[src/hw/rtl/clcd_pkg.sv]
// shared types, opcodes and microcode program of the character lcd write sequencer
`timescale 1ns / 1ps

package clcd_pkg;

  localparam logic [1:0] OP_INIT = 2'd0;
  localparam logic [1:0] OP_CMD  = 2'd1;
  localparam logic [1:0] OP_TEXT = 2'd2;
  localparam logic [1:0] OP_END  = 2'd3;

  localparam logic [7:0] CHAR_NEWLINE = 8'h0A;
  localparam logic [15:0] DELAY_RESET = 16'd12001;

  localparam int PC_W = 4;

  // program entry points
  localparam logic [PC_W-1:0] PC_INIT = 4'd0;
  localparam logic [PC_W-1:0] PC_CMD  = 4'd7;
  localparam logic [PC_W-1:0] PC_TEXT = 4'd8;
  localparam logic [PC_W-1:0] PC_END  = 4'd10;

  // hold time in delay units
  localparam logic [1:0] UNITS_0 = 2'd0;
  localparam logic [1:0] UNITS_1 = 2'd1;
  localparam logic [1:0] UNITS_2 = 2'd2;

  // one control word: one byte transfer (or the pin clear state)
  typedef struct packed {
    logic       clear;    // all pins low, held zero ticks
    logic       src_in;   // byte comes from the input transaction
    logic [7:0] cbyte;    // constant byte when src_in is low
    logic       rs;       // rs for this byte
    logic       extra;    // last pin state held two units
    logic       cond_nl;  // jump over this word unless the input byte is a newline
    logic       end_run;  // final word of the run
  } ucode_t;

  typedef struct packed {
    logic [3:0] nib;
    logic       rs;
    logic       en;
    logic [1:0] units;
    logic       last;
  } pin_t;

  typedef struct packed {
    logic emit;       // pin state valid this cycle
    logic step_done;  // move to next control word
    logic run_done;   // run finished
  } gen_status_t;

  function automatic ucode_t mk(input logic clear, input logic src_in,
                                input logic [7:0] cbyte, input logic rs,
                                input logic extra, input logic cond_nl,
                                input logic end_run);
    ucode_t w;
    w.clear   = clear;
    w.src_in  = src_in;
    w.cbyte   = cbyte;
    w.rs      = rs;
    w.extra   = extra;
    w.cond_nl = cond_nl;
    w.end_run = end_run;
    return w;
  endfunction

  function automatic ucode_t ucode_rom(input logic [PC_W-1:0] pc);
    ucode_t w;
    case (pc)
      4'd0:    w = mk(1'b1, 1'b0, 8'h00, 1'b0, 1'b0, 1'b0, 1'b0);
      4'd1:    w = mk(1'b0, 1'b0, 8'h02, 1'b0, 1'b1, 1'b0, 1'b0);
      4'd2:    w = mk(1'b0, 1'b0, 8'h28, 1'b0, 1'b1, 1'b0, 1'b0);
      4'd3:    w = mk(1'b0, 1'b0, 8'h0C, 1'b0, 1'b1, 1'b0, 1'b0);
      4'd4:    w = mk(1'b0, 1'b0, 8'h06, 1'b0, 1'b1, 1'b0, 1'b0);
      4'd5:    w = mk(1'b0, 1'b0, 8'h01, 1'b0, 1'b1, 1'b0, 1'b0);
      4'd6:    w = mk(1'b0, 1'b0, 8'h80, 1'b0, 1'b1, 1'b0, 1'b1);
      4'd7:    w = mk(1'b0, 1'b1, 8'h00, 1'b0, 1'b0, 1'b0, 1'b1);
      4'd8:    w = mk(1'b0, 1'b0, 8'hC0, 1'b0, 1'b1, 1'b1, 1'b0);
      4'd9:    w = mk(1'b0, 1'b1, 8'h00, 1'b1, 1'b0, 1'b0, 1'b1);
      4'd10:   w = mk(1'b0, 1'b0, 8'h01, 1'b0, 1'b1, 1'b0, 1'b1);
      default: w = mk(1'b0, 1'b0, 8'h00, 1'b0, 1'b0, 1'b0, 1'b1);
    endcase
    return w;
  endfunction

  function automatic logic [PC_W-1:0] entry_pc(input logic [1:0] op);
    logic [PC_W-1:0] pc;
    case (op)
      OP_INIT: pc = PC_INIT;
      OP_CMD:  pc = PC_CMD;
      OP_TEXT: pc = PC_TEXT;
      default: pc = PC_END;
    endcase
    return pc;
  endfunction

endpackage

[src/hw/rtl/clcd_sequencer.sv]
// step counter and microcode table of the character lcd write sequencer
`timescale 1ns / 1ps

module clcd_sequencer (
  input  logic             clk,
  input  logic             rst,
  input  logic             start,
  input  logic [1:0]       opcode,
  input  logic             advance,
  output clcd_pkg::ucode_t word
);
  import clcd_pkg::*;

  logic [PC_W-1:0] pc;

  always_ff @(posedge clk) begin
    if (rst) begin
      pc <= PC_INIT;
    end else if (start) begin
      pc <= entry_pc(opcode);
    end else if (advance) begin
      pc <= pc + 1'b1;
    end
  end

  assign word = ucode_rom(pc);

endmodule

[src/hw/rtl/clcd_pin_gen.sv]
// nibble phase counter and pin state datapath of the character lcd write sequencer
`timescale 1ns / 1ps

module clcd_pin_gen (
  input  logic                  clk,
  input  logic                  rst,
  input  logic                  start,
  input  logic                  step_en,
  input  clcd_pkg::ucode_t      word,
  input  logic [7:0]            byte_value,
  output clcd_pkg::pin_t        pin,
  output clcd_pkg::gen_status_t status
);
  import clcd_pkg::*;

  logic [2:0] phase;
  logic       rs_level;
  logic [7:0] cur_byte;
  logic       skip;
  logic       byte_end;

  assign skip     = word.cond_nl && (byte_value != CHAR_NEWLINE);
  assign cur_byte = word.src_in ? byte_value : word.cbyte;
  assign byte_end = word.clear || (phase == 3'd5);

  always_comb begin
    pin.nib   = (phase < 3'd3) ? cur_byte[7:4] : cur_byte[3:0];
    pin.rs    = (phase == 3'd0) ? rs_level : word.rs;
    pin.en    = (phase == 3'd1) || (phase == 3'd4);
    pin.units = UNITS_1;
    pin.last  = 1'b0;
    if (word.clear) begin
      pin.nib   = 4'h0;
      pin.rs    = 1'b0;
      pin.en    = 1'b0;
      pin.units = UNITS_0;
    end else if (phase == 3'd5) begin
      pin.units = word.extra ? UNITS_2 : UNITS_1;
      pin.last  = word.end_run;
    end
    status.emit      = step_en && !skip;
    status.step_done = step_en && (skip || byte_end);
    status.run_done  = step_en && !skip && byte_end && word.end_run;
  end

  always_ff @(posedge clk) begin
    if (rst) begin
      phase    <= 3'd0;
      rs_level <= 1'b0;
    end else if (start) begin
      phase <= 3'd0;
    end else if (step_en && !skip) begin
      if (byte_end) begin
        phase    <= 3'd0;
        rs_level <= word.clear ? 1'b0 : word.rs;
      end else begin
        phase <= phase + 1'b1;
      end
    end
  end

endmodule

[src/hw/rtl/char_lcd_nibble_write_sequencer.sv]
// top level of the character lcd 4-bit write sequencer
`timescale 1ns / 1ps

// Turns lcd operations into a run of pin states for a 4-bit character lcd bus.
// s_axis: one transaction per operation; tuser carries the opcode (init, raw
// command, text character, end of string), tdata the command or character byte.
// m_axis: one transaction per pin state with its hold time; tlast marks the
// final pin state of the operation's run.
// cfg_we / cfg_data write the delay unit in ticks; hold times are 0, 1 or 2 units.
// The first pin state is registered in the output register once the accept has
// set busy, then one pin state per cycle while m_axis_tready is high. A run is 37
// states for init, 12 for a newline character, 6 otherwise; a text character
// that is not a newline also spends a step without a pin state on the microcode
// jump over the newline command.
// The rate is set by the nibble phase counter walking one pin state a cycle.
// s_axis_tready is low while a run is in progress and returns as soon as the
// last pin state is in the output register, even if it is not yet taken.
// A stall on m_axis freezes the sequencer; nothing is dropped.
// Reset clears the kept RS level, empties the output register and loads the
// delay unit with 12001.
module char_lcd_nibble_write_sequencer (
  input  logic        clk,
  input  logic        rst,
  input  logic        cfg_we,
  input  logic [15:0] cfg_data,
  input  logic        s_axis_tvalid,
  output logic        s_axis_tready,
  input  logic [7:0]  s_axis_tdata,   // [7:0] byte_value
  input  logic [1:0]  s_axis_tuser,   // [1:0] opcode
  output logic        m_axis_tvalid,
  input  logic        m_axis_tready,
  output logic [23:0] m_axis_tdata,   // [3:0] data_nibble, [4] reg_select,
                                      // [5] read_write, [6] enable_line,
                                      // [23:7] hold_ticks
  output logic        m_axis_tlast    // last_of_run
);
  import clcd_pkg::*;

  logic        busy;
  logic [15:0] delay_ticks;
  logic [7:0]  byte_reg;
  logic        start;
  logic        out_free;
  logic        step_en;
  ucode_t      word;
  pin_t        pin;
  gen_status_t status;
  logic [16:0] hold;

  assign s_axis_tready = !busy;
  assign start         = s_axis_tvalid && s_axis_tready;
  // output register free, or its transaction completes this cycle
  assign out_free      = !m_axis_tvalid || m_axis_tready;
  assign step_en       = busy && out_free;

  clcd_sequencer u_seq (
    .clk     (clk),
    .rst     (rst),
    .start   (start),
    .opcode  (s_axis_tuser),
    .advance (status.step_done),
    .word    (word)
  );

  clcd_pin_gen u_pin (
    .clk        (clk),
    .rst        (rst),
    .start      (start),
    .step_en    (step_en),
    .word       (word),
    .byte_value (byte_reg),
    .pin        (pin),
    .status     (status)
  );

  // hold time: zero, one or two delay units
  always_comb begin
    case (pin.units)
      UNITS_0: hold = 17'd0;
      UNITS_2: hold = {delay_ticks, 1'b0};
      default: hold = {1'b0, delay_ticks};
    endcase
  end

  always_ff @(posedge clk) begin
    if (rst) begin
      delay_ticks <= DELAY_RESET;
    end else if (cfg_we) begin
      delay_ticks <= cfg_data;
    end
  end

  always_ff @(posedge clk) begin
    if (rst) begin
      busy <= 1'b0;
    end else if (start) begin
      busy <= 1'b1;
    end else if (status.run_done) begin
      busy <= 1'b0;
    end
  end

  always_ff @(posedge clk) begin
    if (start) begin
      byte_reg <= s_axis_tdata;
    end
  end

  // output register
  always_ff @(posedge clk) begin
    if (rst) begin
      m_axis_tvalid <= 1'b0;
    end else if (out_free) begin
      m_axis_tvalid <= status.emit;
    end
  end

  always_ff @(posedge clk) begin
    if (status.emit) begin
      m_axis_tdata <= {hold, pin.en, 1'b0, pin.rs, pin.nib};
      m_axis_tlast <= pin.last;
    end
  end

endmodule

[config.mk]
export PLATFORM = sky130hd
export DESIGN_NAME = char_lcd_nibble_write_sequencer
export DESIGN_NICKNAME = d
export VERILOG_FILES = /design/src/hw/rtl/clcd_pkg.sv /design/src/hw/rtl/clcd_sequencer.sv /design/src/hw/rtl/clcd_pin_gen.sv /design/src/hw/rtl/char_lcd_nibble_write_sequencer.sv
export SDC_FILE = /design/constraint.sdc
export NUM_CORES = 1
export LEC_CHECK = 0
export ABC_AREA = 1
export BUFFER_PORTS_ARGS = -buffer_cell sky130_fd_sc_hd__buf_2
export CORE_ASPECT_RATIO = 0.5
export CORE_UTILIZATION = 50
export DETAILED_ROUTE_END_ITERATION = 10
export GPL_TIMING_DRIVEN = 0
export MAX_ROUTING_LAYER = met4
export PLACE_DENSITY_LB_ADDON = 0.15
export SYNTH_ARGS = -nofsm -noshare
export SYNTH_HDL_FRONTEND = slang
export SYNTH_SLANG_ARGS = --single-unit
[constraint.sdc]
create_clock -name clk -period 2.3 [get_ports clk]
set_input_delay 0.23 -clock clk [delete_from_list [all_inputs] [get_ports clk]]
set_output_delay 0.23 -clock clk [all_outputs]
set_load 0.1 [all_outputs]
## Word-level counts from Yosys, hierarchy flattened

Memory sizes are Yosys's and may differ from the RTL's. A register that Yosys moved wholly into a read port is not among the register bits.
Index checks and enable logic that the tools add are counted.

| storage, ports and cells | value |
|---|---|
| flip-flop bits (word level) | 58 |
| ROM bits | 208 |
| input bits | 31 |
| output and inout bits | 27 |
| logic and storage cells | 61 |
| memories | 1 |

| cells by class | value |
|---|---|
| add/subtract/negate cells | 2 |
| magnitude comparators | 1 |
| equal/unequal tests | 7 |
| mux-type cells | 16 |
| bitwise gates (word level) | 2 |
| reduce and logical (&&, ||, !) cells | 22 |

Memory list:

| name | words | bits a word | read ports | clocked after Yosys merged registers in | wr ports | line | source |
|---|---|---|---|---|---|---|---|
| (name not given) | 16 | 13 | 1 | 1 | 0 | clcd_pkg.sv:69 | `case (pc)` |

Operators by type and width:

| operator | count |
|---|---|
| one-hot mux 17 bit (2 select lines) | 1 |
| two-way mux 4 bit | 5 |
| one-hot mux 4 bit (3 select lines) | 1 |
| two-way mux 8 bit | 1 |
| inequality test 8 x 4 -> 1 bit, second input constant | 1 |
| logical AND 1 bit | 7 |
| == test 3 bit, second input constant | 2 |
| two-way mux 3 bit | 2 |
| adder 4 x 1 -> 4 bit, second input constant | 1 |
| == test 2 bit, second input constant | 2 |
| zero test 2 bit | 2 |
| logical OR 1 bit | 4 |
| two-way mux 1 bit | 4 |
| two-way mux 2 bit | 2 |
| nonzero test 2 bit | 2 |
| OR reduction 2 bit | 2 |
| adder 3 x 1 -> 3 bit, second input constant | 1 |
| == test 3 x 1 -> 1 bit, second input constant | 1 |
| zero test 1 bit | 3 |
| zero test 3 bit | 1 |
| less-than comparator 3 x 2 -> 1 bit, second input constant | 1 |
| AND reduction 3 bit | 1 |
| == test 2 x 1 -> 1 bit, second input constant | 1 |
| inverter 1 bit | 2 |

## Longest topological paths before layout

Gate-level depths: netlist (run 1).

| depth | value |
|---|---|
| word-level depth | 8 |
| mapped depth | 15 |
| depth with buffers taken out | 15 |

## By module

A second synthesis (run 1) with hierarchy kept.

| second synthesis, totals | value |
|---|---|
| cells, all modules | 353 |
| area total of the unflattened synthesis | 3204.3 µm² |

Modules (own cells, without submodules):

| module | instances | cells each | area an instance (µm²) | sequential area each (µm²) |
|---|---|---|---|---|
| char_lcd_nibble_write_sequencer | 1 | 162 | 1944.4 | 1321.3 |
| clcd_sequencer | 1 | 99 | 752.0 | 320.3 |
| clcd_pin_gen | 1 | 92 | 508.0 | 80.1 |

## Worst setup path after synthesis (run 1)

No wires, ideal clock.

| timing | value |
|---|---|
| path type | reg2reg |
| start point | reg m_axis_tvalid |
| end point | reg m_axis_tdata[0], enable pin |
| setup time | 0.380 ns |
| data arrival time | 1.729 ns |
| data required time | 1.920 ns |
| setup slack | 0.191 ns |
| stages on the path, launching flop included | 6 |
| path buffers | 0 |
| period minus slack after synthesis | 2.109 ns |
| cell sequence | dfxtp_1 -> nand2_1 -> nand2_1 -> inv_1 -> nand2_1 -> inv_1 |

RTL lines:

| item | line | source |
|---|---|---|
| start, declared | char_lcd_nibble_write_sequencer.sv:30 | `output logic m_axis_tvalid,` |
| start signal, assigned | char_lcd_nibble_write_sequencer.sv:114 | `m_axis_tvalid <= status.emit;` |
| end signal, assigned | char_lcd_nibble_write_sequencer.sv:120 | `m_axis_tdata <= {hold, pin.en, 1'b0, pin.rs, pin.nib};` |
| end, declared | char_lcd_nibble_write_sequencer.sv:32 | `output logic [23:0] m_axis_tdata,` |

## Worst setup path after layout (run 1)

| timing | value |
|---|---|
| start point | reg u_pin.phase[1] |
| end point | reg m_axis_tdata[14], data pin |

| between the ends | value |
|---|---|
| word-level cells in the longest chain between the ends | 5 |
| elaborated cells on any way between the ends | 6 |
| classes of those cells | eq/ne: 2; mux: 3; reduce/logical: 1 |

RTL lines:

| item | line | source |
|---|---|---|
| start, declared | clcd_pin_gen.sv:16 | `logic [2:0] phase;` |
| start signal, assigned | clcd_pin_gen.sv:57 | `phase <= phase + 1'b1;` |
| == test 3 bit * | clcd_pin_gen.sv:37 | `end else if (phase == 3'd5) begin` |
| two-way mux 3 bit * | clcd_pin_gen.sv:37 |  |
| two-way mux 2 bit * | clcd_pin_gen.sv:32 | `if (word.clear) begin` |
| == test 2 bit / zero test 2 bit (equally long branches) | char_lcd_nibble_write_sequencer.sv:78 | `case (pin.units)` |
| one-hot mux 17 bit (2 select lines) * | char_lcd_nibble_write_sequencer.sv:78 |  |
| named net hold[7] | char_lcd_nibble_write_sequencer.sv:48 | `logic [16:0] hold;` |

Mark *: on every way through the listed nets, which the timed path passes. The rest lies on a longest branch.
A chain may end at the register's enable or synchronous reset.

==> results of run 1 <==
[final timing paths]
path / start / to / slack, ns / cells after the start
min: s_axis_tdata[5] / byte_reg[5] / 0.08 / 1
min reg2reg: delay_ticks[15] / delay_ticks[15] / 0.48 / 2
max: u_pin.phase[1] / m_axis_tdata[14] / 0.36 / 7
max reg2reg: u_pin.phase[1] / m_axis_tdata[14] / 0.36 / 7
[power groups by stage]
stage	Clock, W	Sequential (W)	Combinational (W)
after floorplan	0	0.00183	0.000406
after global placement	0	0.00152	0.000859
after detailed placement	0	0.00153	0.000874
after CTS	0.00153	0.00150	0.000881
after global routing	0.00158	0.00152	0.000938
final	0.00150	0.00150	0.000878
[stage by stage]
step           setup slack (ns)  total power [W]  utilization [%]
4_1_cts                  0.0530          0.00391             66.1
5_1_grt                   0.233          0.00403             66.1
2_1_floorplan             0.191          0.00223                -
6_report                  0.365          0.00388             66.1
3_3_place_gp              0.246          0.00238             60.3
3_5_place_dp              0.151          0.00240             60.3
[cell type report]
class / count / share of cell area (%)
Multi-Input combinational cell: 187 / 29.5
Clock inverter: 7 / 2.79
Tap cell: 73 / 2.42
Buffer: 9 / 1.39
Sequential cell: 70 / 45.6
Inverter: 49 / 5.01
Timing Repair Buffer: 55 / 7.29
Clock buffer: 9 / 5.97
[metal layers]
layer	vias to the layer above	track usage, %
met5	-	-
met4	0	7.89
met3	8	7.76
met2	64	36.7
met1	1098	25.1
li1	1190	-
[layout by cell type, fill, tap and decap left out, types with 6 or more instances in the layout]
master / instances
inv_1: 40
a21oi_1: 28
o21ai_0: 27
nand3_1: 10
dfxtp_1: 38
edfxtp_1: 32
clkbuf_1: 6
nor2_1: 21
nand2_2: 7
o22ai_1: 15
inv_2: 7
nand2_1: 38
buf_2: 55
clkbuf_16: 9
[cell families after synthesis]
family                   after synthesis  share of synthesized area (%)
AO/OA/AOI/OAI                         82                           14.5
XOR/XNOR                               1                          0.285
adder cells (fa/ha/maj)                4                           1.63
buffers and inverters                 58                           7.74
flip-flops                            70                           56.0
other                                  1                          0.122
AND/OR/NAND/NOR                       99                           19.7
[repair_timing]
item,CTS,global route
endpoints found under the setup margin,0,2
buffers inserted,0,0
gates resized for setup,0,1
==> results.md, run 1 <==
* Status: complete, no violations
* Combinational group share of total power at a little under a quarter
* GR Util All Layers at 22.1%
* Syn nets at 350
* Crit path buf inv count at 3
* Synth Warn # at 0
* Initial DRC count at between 150 and 200
* Max Slew Vio Count at 0
* Critical path data required time at 2.35 ns
* Synth top area share at 31.3%
* WP data arrival at 1.99 ns
* Die W at 113 um
* Internal at between 0.002 and 0.003 W
* DP Cell Count at 443
* Worst-Margin Slew at 0.552 ns
* Synth area leader: edfxtp_1
* Cells after Synth at 315
* Clock share of power at 38.7%
* Critical path fanouts, max at 10
* WL met1 at 2790 um
* Die Area at 6480 um^2
* Top cells by area, synth: edfxtp_1, dfxtp_1, inv_1
* Cell family with most CP delay: buffers and inverters
* Main synth FF type: dfxtp_1
* CP Launch Type: register
* Largest Register: m_axis_tdata
* Minimum clock period at 1.94 ns
* Setup violations, final at 0
* Slowest CP cell: clkbuf_1
* Slew HR at 63.1%
* WS Path Type: register to register
* CTS Sinks at 70
* CP max stage delay at 0.43 ns
* Largest net degree at the start of global routing at 27
* Most common cell in the synthesized netlist: inv_1
* Fin Hold WS at around 0.078 ns
* DRC errors left at 0
* N_diodes at 0
* Part of the cycle the worst path needs at around 84%
* Post-synth EDFFs at 32
* Share of cells above drive strength 1 at 29.0%
* Routed WL per cell at between 10 and 15 um
* Synth top cells by count: inv_1, dfxtp_1, nand2_1, edfxtp_1, a21oi_1
* Distinct cell type count of the synthesized netlist at 34
* Register bit total from synthesis at 70
* Reg power frac at 38.7%
* Reg clk slew, reported paths at around 0.060 ns
* Largest register FFs at 23
* Initial core utilization at 53.9%
* Clock Path Buffers at 2
* Metal3 WL at 383 um
* Finished Cell Area at around 3800 um^2
* Psw at 0.00127 W
* Worst Setup End Kind: register
* Footprint of the multi-input gates at 1110 um^2
* Max Cap Violations at 0
* Placed Area at ~3400 um^2
* Global route overflow at 0
* IO Pins at 58
* Total Neg Setup Slack at 0 ns
* Pwr Density at 1030 nW/um^2
* Worst hold path type: input port to register
* HPWL after DPL at 4480 um
* Unrepaired setup endpoints after global routing: no
* CTS tree: yes
* Number of nets with antenna violations after routing at 0
* Top Layer Used: met4
* Cell Rows at 19
* Aggregate routed wire length at 6280 um
* Sequential cell area at 1720 um^2
* First-pass GRT wire length at 10,300 um
* Clk Latency, worst-skew pair at ~0.33 ns
* Die height at between 50 and 60 um
* Initial antenna violation count at 0
* Clk_skew at 0.00421 ns
* Final Wtd Congestion at 0.863
* CORE AREA at 5710 um^2
* CTS buffer count at 9
* CTS Hold Bufs at 0
* DRT Pass-1 Iters at 4
* H-tree Lvls at 3
* Final cell count without fillers at 459
* Sw frac at 32.7%
* CP Cell Sequence: inv_1 -> ha_1 -> nand2_2 -> inv_2 -> nand3_1 -> clkbuf_1 -> o22ai_1
* Via Count at 2,360
* Area Growth Syn to Fin at 22.8%
* Post-Syn Area per Cell at 9.76 um^2
* Clock root buffer: clkbuf_16
* Leakage at about 1.6 nW
* Peak VDD IR at 0.388 mV
* WL met2 at 3030 um
* Fin nets at 416
* Synth Cell Area at 3070 um^2
* Async SR Flop Fraction at 0%
* Sequential share of the synthesized area at 56.0%
* Mean number of vias per cell at 5.14
* Fmax at 517 MHz
* IO buf count at 55
* Number of global-route vias before repair at around 2,300
* Final hold violations at 0
* Fill cell count at 487
No activity file was read; power rests on OpenSTA's default activity.
==> run 2: changes to the inputs <==
--- a/config.mk
+++ b/config.mk
@@ -5,10 +5,10 @@
 export SDC_FILE = /design/constraint.sdc
 export NUM_CORES = 1
 export LEC_CHECK = 0
-export ABC_AREA = 1
+export ABC_AREA = 0
 export BUFFER_PORTS_ARGS = -buffer_cell sky130_fd_sc_hd__buf_2
 export CORE_ASPECT_RATIO = 0.5
-export CORE_UTILIZATION = 50
+export CORE_UTILIZATION = 49
 export DETAILED_ROUTE_END_ITERATION = 10
 export GPL_TIMING_DRIVEN = 0
 export MAX_ROUTING_LAYER = met4
==> constraint.sdc (replaced) <==
create_clock -name clk -period 1.7 [get_ports clk]
set_input_delay 0.17 -clock clk [delete_from_list [all_inputs] [get_ports clk]]
set_output_delay 0.17 -clock clk [all_outputs]
set_load 0.1 [all_outputs]
==> run 2 against run 1 <==
The run now ends with negative setup slack left; fmax decreased by 21%; utilization increased by 4.7 points; cell area increased by 4.9%; global-route usage decreased by 0.32 points; first-iteration DRC count unchanged; die area decreased by 3.7%; clock power increased by 31%; total power increased by 28%; critical endpoint is now u_seq.word[2]; largest power group unchanged.
==> results.md, run 2 <==
* Synth area leader: edfxtp_1
* Worst-Margin Slew at between 0.6 and 0.7 ns
* CP Launch Point: byte_reg[4]
* Worst flop-to-flop path startpoint: byte_reg[4]
* Crit path buf inv count at 0
* Slew HR at between 50% and 60%
* GR Util All Layers at a little over a fifth
* Async SR Flop Fraction at 0%
* Most common cell in the synthesized netlist: dfxtp_1
* Initial antenna violation count at 0
* CTS Sinks at 70
* Syn nets at roughly 270
* Synth top area share at about a third
* Post-synthesis mux area share at 6.26%
* Pwr Density at 1260 nW/um^2
* Peak VDD IR at roughly 0.9 mV
* CTS tree: yes
* Cell Rows at 19
* Clock Path Buffers at 2
* Max Slew Vio Count at 0
* Metal3 WL at 485 um
* XOR/XNOR Fraction of Synth Area at less than 1%
* Via Count at roughly 2,300
* Post-synthesis compound-gate area fraction at 16.0%
* Status: finished with violations
* Commonest cells after routing, fill and taps aside: buf_2, dfxtp_1, edfxtp_1
* IO Pins at slightly below 60
* DRT Pass-1 Iters at 6
* Largest register FFs at 23
* Clk Latency, worst-skew pair at 0.33 ns
* Initial core utilization at 51.8%
* Max Cap Violations at 0
* Largest Register: m_axis_tdata
* Clk_skew at 0.00560 ns
* Fin Hold WS at 0.0147 ns
* Initial DRC count at approximately 160
* CP Launch Type: register
* Reg clk slew, reported paths at roughly 0.06 ns
* Part of the cycle the worst path needs at 144%
* Distinct cell type count of the synthesized netlist at 50
* Cells after Synth at 239
* HPWL after DPL at a little over 4000 um
* Hold depth at 1
* Worst hold path type: input port to register
* Synth Area in Adders at 1.73%
* Top Layer Used: met4
* WL met2 at 3310 um
* CP max stage delay at approximately 0.6 ns
* Number of nets with antenna violations after routing at 0
* Aggregate routed wire length at 6700 um
* Global route overflow at 0
* WL met1 at 2830 um
* Synth Warn # at 0
* Routed WL per cell at 16.5 um
* Mean number of vias per cell at 5.61
* Post-Syn Area per Cell at 12.1 um^2
* Post-synth EDFFs at 32
* Fill cell count at 386
* Share of cells above drive strength 1 at 42.0%
* IO buf count at 55
* Number of global-route vias before repair at 2,174
* Synth Cell Area at 2900 um^2
* Critical path fanouts, max at 4
* Clock root buffer: clkbuf_16
* Fin nets at 363
* CP Cell Sequence: or4_4 -> o2111ai_4 -> a21boi_2 -> a2111o_1 -> and2_1 -> a222oi_1
* CTS buffer count at 9
* DRC errors left at 0
* Sequential share of the synthesized area at roughly three fifths
* Simple-gate share of the synthesized area at a little over an eighth
* Critical path data required time at between 1.5 and 2 ns
* H-tree Lvls at 3
* Total Neg Setup Slack at -15.91 ns
* Area Growth Syn to Fin at 36.7%
* Failing checks: negative setup slack
* CORE AREA at between 5000 and 6000 um^2
* WS Path Type: register to register
* Cell family with most CP delay: compound AO/OA/AOI/OAI gates
* Fmax at 408 MHz
* Synth top cells by count: dfxtp_1, edfxtp_1, nor2_1, a22o_1
* Die height at 56.4 um
* Worst Hold Launch: s_axis_tdata[2]
* Register bit total from synthesis at 70
* Final Wtd Congestion at 0.780
* WP data arrival at 2.66 ns
* Final hold violations at 0
* CTS Hold Bufs at 0
* Worst Setup End Kind: register
* First-pass GRT wire length at 10,100 um
* Number of stages on the worst setup path at 6
* Reg2Reg Depth at 6
* Minimum clock period at 2.45 ns
* Largest family of logic cells by synthesized area: compound AO/OA/AOI/OAI gates
* Main synth FF type: dfxtp_1
* Setup violations, final at 45
* Setup ws final at -0.754 ns
* Top cells by area, synth: edfxtp_1, dfxtp_1, a22o_1
* N_diodes at 0
* Commonest non-fill, non-tap cell in the layout: buf_2
* Die W at 111 um
* Die Area at between 6000 and 7000 um^2
* Unrepaired setup endpoints after global routing: yes
* Leakage at 1.60 nW
* Slowest CP cell: or4_4
* Largest net degree at the start of global routing at 16
## run 2: report_power, final
| group | internal, W | switching, W | leakage, nW | total (W) |
|---|---|---|---|---|
| Sequential | 0.00191 | 0.0000782 | 0.627 | 0.00199 |
| Combinational | 0.000316 | 0.000702 | 0.828 | 0.00102 |
| Clock | 0.00129 | 0.000682 | 0.146 | 0.00197 |
## run 2: final timing paths
check / end / slack [ns]
worst max register to register: u_seq.word[2] / -0.75
worst max-delay path: u_seq.word[2] / -0.75
worst min register to register: busy / 0.46
worst min-delay path: byte_reg[2] / 0.01
## run 2: layer usage
metal | up-vias | track usage [%]
li1 | 1075 | -
met1 | 1098 | 26.3
met2 | 92 | 35.6
met3 | 11 | 6.80
met4 | 0 | 6.29
met5 | - | -
## run 2: what timing repair did
item	in CTS	in global routing
pin swaps	10	14
hold endpoints to repair	0	0
setup endpoints to repair	57	61
cloned	1	0
setup buffers	17	6
resized for setup	13	29
## run 2: cell families after synthesis
| logic type | after synthesis |
|---|---|
| compound gates | 58 |
| xor+xnor | 1 |
| fa+ha+maj | 4 |
| buf+inv | 21 |
| flops | 70 |
| mux | 14 |
| other cells | 1 |
| simple gates | 70 |
## run 2: final cells by class
type	count	area, um^2	area share [%]
Tap cell	73	91.3	2.31
Timing Repair inverter	1	7.51	0.190
Clock inverter	5	83.8	2.12
Sequential cell	70	1730	43.6
Timing Repair Buffer	78	479	12.1
Inverter	9	38.8	0.980
Multi-Input combinational cell	148	1240	31.4
Clock buffer	11	233	5.88
Buffer	11	53.8	1.36
## run 2: stage by stage
stage | cell area, um^2 | setup slack (ns) | std cells | total power (W) | util [%]
global route | 3960 | -0.759 | 406 | 0.00513 | 70.9
finish | 3960 | -0.754 | 406 | 0.00498 | 70.9
detailed placement | 3300 | -0.749 | 367 | 0.00288 | 59.1
CTS | 3810 | -0.674 | 401 | 0.00491 | 68.2
floorplan | 2930 | -0.517 | 239 | 0.00270 | -
global placement | 3300 | -0.691 | 367 | 0.00286 | 59.1
